==> src/rtl/core/ddva_pkg.sv <==
`timescale 1ns / 1ps

package ddva_pkg;

    // Pixel and accumulator widths.
    localparam int DEPTH_BITS = 16;
    localparam int PAIR_W     = DEPTH_BITS + 1;   // sum of two pixels
    localparam int SUM_W      = DEPTH_BITS + 2;   // sum of four pixels
    localparam int PCNT_W     = 2;                // valid pixels in a pair, 0..2
    localparam int CNT_W      = 3;                // valid pixels in a block, 0..4

    // Configuration register widths, limits and reset values.
    localparam int FW_W        = 12;
    localparam int FH_W        = 13;
    localparam int CFG_DATA_W  = 13;
    localparam int CFG_IDX_W   = 1;
    localparam int COL_W       = 12;
    localparam int ROW_W       = 12;
    localparam int HEIGHT_LIMIT = 4096;

    localparam logic [FW_W-1:0] FRAME_WIDTH_RST  = FW_W'(640);
    localparam logic [FH_W-1:0] FRAME_HEIGHT_RST = FH_W'(480);

    // Register indexes.
    localparam logic [CFG_IDX_W-1:0] REG_FRAME_WIDTH  = 1'b0;
    localparam logic [CFG_IDX_W-1:0] REG_FRAME_HEIGHT = 1'b1;

    // Divide by three through a reciprocal: floor(y / 3) = (y * MULT) >> SHIFT
    // for every y below 2**SUM_W.
    localparam int DIV3_SHIFT = SUM_W + 2;
    localparam int DIV3_K_W   = SUM_W + 1;
    localparam int PROD_W     = SUM_W + DIV3_K_W;
    localparam logic [DIV3_K_W-1:0] DIV3_MULT = DIV3_K_W'(((2 ** DIV3_SHIFT) + 2) / 3);

    // Block valid-pixel counts.
    localparam logic [CNT_W-1:0] CNT_NONE  = 3'd0;
    localparam logic [CNT_W-1:0] CNT_ONE   = 3'd1;
    localparam logic [CNT_W-1:0] CNT_TWO   = 3'd2;
    localparam logic [CNT_W-1:0] CNT_THREE = 3'd3;
    localparam logic [CNT_W-1:0] CNT_FOUR  = 3'd4;

    // One line store entry: top-row pair sum and pair count.
    typedef struct packed {
        logic [PCNT_W-1:0] cnt;
        logic [PAIR_W-1:0] sum;
    } t_entry;

    // Commands from the controller to the datapath.
    typedef struct packed {
        logic accept;
        logic sum_en;
        logic mul_en;
        logic load_en;
    } t_ctrl_cmd;

    // Status from the datapath to the controller.
    typedef struct packed {
        logic emit;
    } t_dp_status;

endpackage

==> src/rtl/core/ddva_controller.sv <==
`timescale 1ns / 1ps

module ddva_controller
    import ddva_pkg::*;
(
    input  logic       i_clk,
    input  logic       i_rst_n,
    input  logic       i_in_valid,
    input  logic       i_out_ready,
    input  t_dp_status i_status,
    output logic       o_in_ready,
    output logic       o_out_valid,
    output t_ctrl_cmd  o_cmd
);

    typedef enum logic [1:0] {
        S_TAKE,
        S_SUM,
        S_MUL,
        S_LOAD
    } t_state;

    t_state r_state;
    logic   r_out_valid;
    logic   out_free;

    // Command decode from the current state.
    always_comb begin
        out_free      = !r_out_valid || i_out_ready;
        o_in_ready    = (r_state == S_TAKE);
        o_cmd.accept  = i_in_valid && o_in_ready;
        o_cmd.sum_en  = (r_state == S_SUM);
        o_cmd.mul_en  = (r_state == S_MUL);
        o_cmd.load_en = (r_state == S_LOAD) && out_free;
    end

    // Sequencer state and the output valid flag.
    always_ff @(posedge i_clk) begin
        if (!i_rst_n) begin
            r_state     <= S_TAKE;
            r_out_valid <= 1'b0;
        end else begin
            unique case (r_state)
                S_TAKE: begin
                    if (o_cmd.accept && i_status.emit) begin
                        r_state <= S_SUM;
                    end
                end
                S_SUM:  r_state <= S_MUL;
                S_MUL:  r_state <= S_LOAD;
                S_LOAD: begin
                    if (out_free) begin
                        r_state <= S_TAKE;
                    end
                end
                default: r_state <= S_TAKE;
            endcase
            if (o_cmd.load_en) begin
                r_out_valid <= 1'b1;
            end else if (i_out_ready) begin
                r_out_valid <= 1'b0;
            end
        end
    end

    assign o_out_valid = r_out_valid;

    // A block-completing pixel stalls the input for the sum, multiply and load steps.
    a_emit_stalls: assert property (@(posedge i_clk) disable iff (!i_rst_n)
        (o_cmd.accept && i_status.emit) |=> !o_in_ready ##1 !o_in_ready ##1 !o_in_ready)
        else $error("input accepted while a block result is being computed");

    // A result only appears after a load from the final step.
    a_valid_from_load: assert property (@(posedge i_clk) disable iff (!i_rst_n)
        $rose(r_out_valid) |-> $past(r_state == S_LOAD))
        else $error("output valid raised outside the load step");

    // A waiting result is never overwritten.
    a_no_overwrite: assert property (@(posedge i_clk) disable iff (!i_rst_n)
        (r_out_valid && !i_out_ready) |-> !o_cmd.load_en)
        else $error("output register loaded while its request was pending");

    // Input pixels are taken only in the accept step.
    a_accept_state: assert property (@(posedge i_clk) disable iff (!i_rst_n)
        (r_state == S_SUM || r_state == S_MUL) |-> !o_cmd.accept)
        else $error("pixel accepted during block arithmetic");

endmodule

==> config.mk <==
export PLATFORM = sky130hd
export DESIGN_NAME = ddva_controller
export DESIGN_NICKNAME = d
export VERILOG_FILES = /design/src/rtl/core/ddva_pkg.sv /design/src/rtl/core/ddva_controller.sv
export SDC_FILE = /design/constraint.sdc
export NUM_CORES = 1
export LEC_CHECK = 0
export BUFFER_PORTS_ARGS = -buffer_cell sky130_fd_sc_hd__buf_2
export CORE_AREA = 4 4 41 43
export CTS_CLUSTER_SIZE = 20
export DETAILED_ROUTE_END_ITERATION = 12
export DIE_AREA = 0 0 45 47
export GPL_TIMING_DRIVEN = 1
export PLACE_DENSITY = 0.35
export SYNTH_ARGS = -nofsm -noshare
export SYNTH_HDL_FRONTEND = slang
export SYNTH_SLANG_ARGS = --single-unit
==> constraint.sdc <==
create_clock -name i_clk -period 1.2 [get_ports i_clk]
set_input_delay 0 -clock i_clk [delete_from_list [all_inputs] [get_ports i_clk]]
set_output_delay 0 -clock i_clk [all_outputs]
set_load 0.02 [all_outputs]
==> results of run 1 <==
## final cells by class
| type | count | area share |
|---|---|---|
| sequential | 3 | 0.180 |
| inverter | 2 | 0.0216 |
| clock buffer | 4 | 0.0755 |
| timing repair buffer | 12 | 0.187 |
| multi-input combinational | 16 | 0.482 |
| tap | 15 | 0.0540 |
## registers in the layout (all words and copies together), names as in the netlist
signal / count
r_state: 2
o_out_valid: 1
## layer usage
layer,routed length (um),global-route usage,vias to the layer above
met2,231,0.0678,5
met3,35,0.0345,0
li1,-,-,101
met4,0,0.0526,0
met5,0,0,-
met1,179,0.0568,81
## critical path, delay by kind of cell, from the launching register on
kind | cells | cell delay (ps)
compound gates | 2 | 340
simple gates | 1 | 210
flops | 1 | 340
fa+ha+maj | 1 | 160
## power by group through the flow
stage,clock [mW],sequential (mW),combinational [mW]
2_1_floorplan,0,0.162,0.281
3_3_place_gp,0,0.163,0.402
3_5_place_dp,0,0.162,0.402
4_1_cts,0.185,0.160,0.402
5_1_grt,0.200,0.184,0.501
6_report,0.173,0.180,0.456
## metrics by stage
step / setup WS (ps) / instance area, um2 / std cells / utilization
after floorplan: 11.5 / 204 / 21 / -
after global placement: 62.4 / 288 / 48 / 0.221
after detailed placement: 46.1 / 288 / 48 / 0.221
after CTS: 18.9 / 314 / 52 / 0.241
after global routing: -2.40 / 348 / 52 / 0.267
final: 49.8 / 348 / 52 / 0.267
## logic make-up after synthesis
logic type / after synthesis / share of synthesized area
flops: 3 / 0.298
mux: 1 / 0.0497
compound gates: 4 / 0.161
fa+ha+maj: 4 / 0.248
buf+inv: 2 / 0.0373
simple gates: 7 / 0.205
## placed cells by master (no fill, tap or decap)
cell type	Yosys	layout
a21oi_4	0	1
and2_1	1	1
and2b_2	1	1
and3b_2	0	1
buf_2	0	10
buf_4	0	2
clkbuf_1	0	1
clkbuf_4	0	3
dfxtp_1	3	1
dfxtp_2	0	2
ha_1	4	2
ha_4	0	2
inv_1	2	2
mux2i_1	1	1
nand2_1	3	3
nor2b_1	1	1
o21a_1	2	2
o31a_1	1	1
## worst min-delay path by stage
| stage | startpoint | end | slack (ps) | cells after the start |
|---|---|---|---|---|
| after floorplan | i_rst_n | o_out_valid | 120 | 1 |
| after global placement | i_rst_n | o_out_valid | 270 | 2 |
| after detailed placement | i_rst_n | o_out_valid | 270 | 2 |
| after CTS | i_rst_n | o_out_valid | 20 | 2 |
| after global routing | i_rst_n | o_out_valid | 40 | 2 |
| final | i_rst_n | o_out_valid | 30 | 2 |
## repair_timing
item | in CTS | in global routing
gates resized for setup | 0 | 7
endpoints found under the setup margin | 0 | 4
hold buffers | 0 | 0
buffers inserted | 0 | 0
==> impl_metrics.py, run 1 <==
metrics = {
    "run_status": {
        "run_status": "completed",
    },
    "synth": {
        "syn_area_per_cell_um2": 9.59,
        "synth-async-reset-ratio": 0,
        "syn_nets": 30,
        "synth_warnings": 0,
        "synth_edf_count": 0,
        "yosys.cell_count.top_type": "ha_1",
        "ys_seq_area_frac": 0.298,
        "synth.area.top_cells": "dfxtp_1, ha_1, o21a_1",
        "synth_top_area_frac": 0.298,
        "synth.distinct_cells": 12,
        "ys_dominant_reg_cell": "dfxtp_1",
        "yosys.area.top_type": "dfxtp_1",
        "syn-cell-area_um2": 201,
        "ys_ff_latch": 3,
        "synth_commonest_cells": "ha_1, dfxtp_1, nand2_1",
        "syn_inst": 21,
    },
    "clock_tree": {
        "h-tree-depth": 1,
        "cts_root_buffer": "clkbuf_4",
        "clk_pin_slew_ps": 40,
        "numCtsBuffers": 3,
        "clock-sinks": 3,
        "cts.path.max_buffers": 2,
        "cts_tree": "built",
        "worstSkewPairLatency_ps": 230,
    },
    "floorplan": {
        "coreArea_mm2": 0.00130,
        "die_area_mm2": 0.00212,
        "fp.dieH_um": 47,
        "fp-row-count": 13,
        "die_w_um": 45,
        "initial_core_util": 0.155,
        "ioPinCount": 11,
    },
    "drt": {
        "postRouteAntennaNets": 0,
        "drtIter0Drc": 2,
        "first_pass_iters": 3,
        "vias": 187,
        "drcViolationCount": 0,
        "wire_per_inst_um": 8.58,
        "via_per_inst": 3.60,
        "totalWireLength_um": 446,
    },
    "timing": {
        "timing.final.crit_period_ps": 1150,
        "hold_violations": 0,
        "whs_ps": 31.6,
        "slew_headroom": 0.925,
        "worst_slew_pin_slew_ps": 110,
        "slew_violations": 0,
        "finClkSkew_ps": 0.705,
        "timing.fmax_ghz": 0.869,
        "rsz0062_at_grt": "true",
        "setup_tns_ps": 0,
        "post-route-period-util": 0.958,
        "setup-violations-final": 0,
    },
    "power": {
        "switching_share": 0.411,
        "p_int_mw": 0.477,
        "finalPower_mw": 0.809,
        "combPwrFrac": 0.564,
        "power_switching_mw": 0.333,
        "ir_worst_vdd_uv": 1030,
        "p_per_area_mw_per_mm2": 2330,
        "p_leak_nw": 0.169,
        "clockPowerShare": 0.214,
        "p_seq_frac": 0.222,
    },
    "critical_path": {
        "critPathMaxStageDelay_ps": 340,
        "crit_type": "reg -> reg",
        "crit_start": "r_state[1]",
        "crit_required_ps": 1320,
        "crit_fanout": 4,
        "path_cells": "ha_4 -> and3b_2 -> o31a_1 -> o21a_1",
        "end_kind": "flop",
        "reg2reg_slack_ps": 50,
        "worstPathArrival_ps": 1270,
        "start_kind": "flop",
        "ff2ff_path_depth": 4,
        "cp-endpoint": "r_state[0]",
        "r2r_start": "r_state[1]",
        "worst_r2r_endpoint": "r_state[0]",
        "crit_slowest_cell": "dfxtp_2",
    },
    "placed_design": {
        "hpwl_um": 378,
        "gp_congestion": 0.706,
        "io_buffers": 10,
    },
    "grt": {
        "grt_pass1_wl_um": 717,
        "grt_pass1_vias": 184,
        "overflow": 0,
        "antenna_found_initial": 0,
        "grt_max_degree": 5,
        "grt_use_total": 0.0529,
    },
    "final_layout": {
        "fill_cells": 157,
        "multi_input_area_um2": 168,
        "layout.nets": 47,
        "syn2layout_area_growth_pct": 72.7,
        "antenna_cells": 0,
        "seqCellArea_um2": 62.6,
        "drive_above_1_share": 0.595,
    },
    "flow_run": {
        "drv_cap": 0,
    },
    "min_path": {
        "hp-class": "in -> reg",
    },
}
Note: power is estimated with default switching activity, not from simulation.
==> run 2, diff against run 1 <==
- CELL_PAD_IN_SITES_DETAIL_PLACEMENT: not set -> 1
- CELL_PAD_IN_SITES_GLOBAL_PLACEMENT: not set -> 1
- PLACE_DENSITY: 0.35 -> 0.45
- TNS_END_PERCENT: not set -> 50
==> run 2 against run 1 <==
Against the previous run:
- clock-buffer cell count stayed put
- power is 12% lower
- sequential share of layout area is 2.1 points higher
- combinational power is 19% lower
- largest cell class unchanged
==> impl_metrics.py, run 2 (synthesis results as in run 1) <==
metrics = {
    "grt": {
        "grt_max_degree": 5,
        "overflow": 0,
        "grt_pass1_vias": 222,
        "grt_use_total": 0.0569,
        "grt_pass1_wl_um": 800,
        "antenna_found_initial": 0,
    },
    "timing": {
        "finClkSkew_ps": 0.990,
        "layout_setup_ws_ps": 68.1,
        "slew_violations": 0,
        "setup-violations-final": 0,
        "post-route-period-util": 0.943,
        "worst_slew_pin_slew_ps": 110,
        "slew_headroom": 0.925,
        "rsz0062_at_grt": "true",
        "timing.fmax_ghz": 0.883,
        "whs_ps": 33.2,
        "hold_violations": 0,
        "timing.final.crit_period_ps": 1130,
    },
    "critical_path": {
        "worstPathArrival_ps": 1250,
        "start_kind": "flop",
        "crit_type": "reg -> reg",
        "crit_slowest_cell": "dfxtp_2",
        "crit_fanout": 4,
        "path_delay_family": "compound AO/OA/AOI/OAI gates",
        "path_cells": "ha_2 -> and3b_1 -> o31a_1 -> o21a_1",
        "crit_required_ps": 1320,
        "critPathMaxStageDelay_ps": 330,
        "end_kind": "flop",
        "cp_num_buf_inv": 0,
    },
    "power": {
        "switching_share": 0.413,
        "p_int_mw": 0.418,
        "power_switching_mw": 0.294,
        "combPwrFrac": 0.516,
        "finalPower_mw": 0.713,
        "p_seq_frac": 0.241,
        "p_per_area_mw_per_mm2": 2290,
        "p_leak_nw": 0.160,
        "clockPowerShare": 0.243,
        "ir_worst_vdd_uv": 834,
    },
    "drt": {
        "wire_per_inst_um": 8.86,
        "drtIter0Drc": 1,
        "drcViolationCount": 0,
        "vias": 187,
        "first_pass_iters": 2,
        "totalWireLength_um": 452,
        "via_per_inst": 3.67,
        "postRouteAntennaNets": 0,
    },
    "clock_tree": {
        "cts_setup_buffers": 0,
        "cts.path.max_buffers": 2,
        "numCtsBuffers": 3,
        "cts_tree": "built",
        "cts_hold_buf": 0,
        "worstSkewPairLatency_ps": 230,
        "clk_pin_slew_ps": 40,
        "h-tree-depth": 1,
        "cts_root_buffer": "clkbuf_4",
        "clock-sinks": 3,
    },
    "final_layout": {
        "layout.nets": 46,
        "multi_input_area_um2": 139,
        "final_common_cell": "buf_2",
        "regMostFlops": "r_state",
        "final_util": 0.239,
        "layout_common_cells": "buf_2, nand2_1, clkbuf_4",
        "largest_register_ffs": 2,
        "seqCellArea_um2": 62.6,
        "syn2layout_area_growth_pct": 54.7,
        "fill_cells": 168,
        "drive_above_1_share": 0.556,
        "antenna_cells": 0,
        "fin_cells": 51,
    },
    "placed_design": {
        "dp.cells": 47,
        "io_buffers": 10,
        "post-place-ws_ps": 33.5,
        "gp_congestion": 0.632,
    },
    "floorplan": {
        "coreArea_mm2": 0.00130,
        "fp.dieH_um": 47,
        "die_w_um": 45,
        "initial_core_util": 0.155,
        "ioPinCount": 11,
        "fp-row-count": 13,
        "die_area_mm2": 0.00212,
    },
    "run_status": {
        "run_status": "completed",
    },
    "flow_run": {
        "drv_cap": 0,
    },
    "min_path": {
        "hp-class": "in -> reg",
    },
}
## run 2: cell types whose count changed in the layout (fill, tap and decap cells not counted)
cell     previous run  this run
buf_4               2         1
and3b_2             1         0
a21oi_4             1         0
a21oi_2             0         1
and3b_1             0         1
ha_2                0         2
ha_4                2         0
## run 2: worst paths after layout
path / from / endpoint / slack [ps] / depth (start not counted)
worst max-delay path: r_state[0] / r_state[0] / 70 / 4
worst min-delay path: i_rst_n / o_out_valid / 30 / 2
worst max register to register: r_state[0] / r_state[0] / 70 / 4
worst min register to register: r_state[1] / r_state[1] / 480 / 2
## run 2: cell type report
| cell class | count | area share |
|---|---|---|
| clock buffers | 4 | 0.0843 |
| repair buffers | 11 | 0.185 |
| well taps | 15 | 0.0602 |
| inverters | 2 | 0.0241 |
| multi-input cells | 16 | 0.446 |
| flip-flops and latches | 3 | 0.201 |
## run 2: what timing repair did
item                                   in CTS  in global routing
setup endpoints to repair                   0                  4
gates resized for setup                     0                  3
endpoints found under the hold margin       0                  0
## run 2: through the flow
step                      area (um2)  TNS (ps)
after detailed placement         280         0
after CTS                        307         0
after global routing             312     -6.91
final                            312         0
after floorplan                  204         0
after global placement           280         0
## run 2: worst reg2reg max path, delay by kind of cell (launching register included)
family,cells,cell delay [ps]
AOI/OAI and AO/OA,2,340
adders and majority gates,1,180
DFF,1,330
and+or+nand+nor,1,180
## run 2: power by group through the flow
stage	Clock [mW]	Combinational [mW]	Sequential, mW
final	0.174	0.368	0.171
after global placement	0	0.377	0.166
after global routing	0.197	0.409	0.181
after floorplan	0	0.281	0.162
after detailed placement	0	0.376	0.167
after CTS	0.187	0.376	0.165
## run 2: metal layers
metal | track usage | wire [um]
met5 | 0 | 0
met4 | 0.0702 | 0
met3 | 0.0268 | 30
met2 | 0.0960 | 258
met1 | 0.0432 | 162
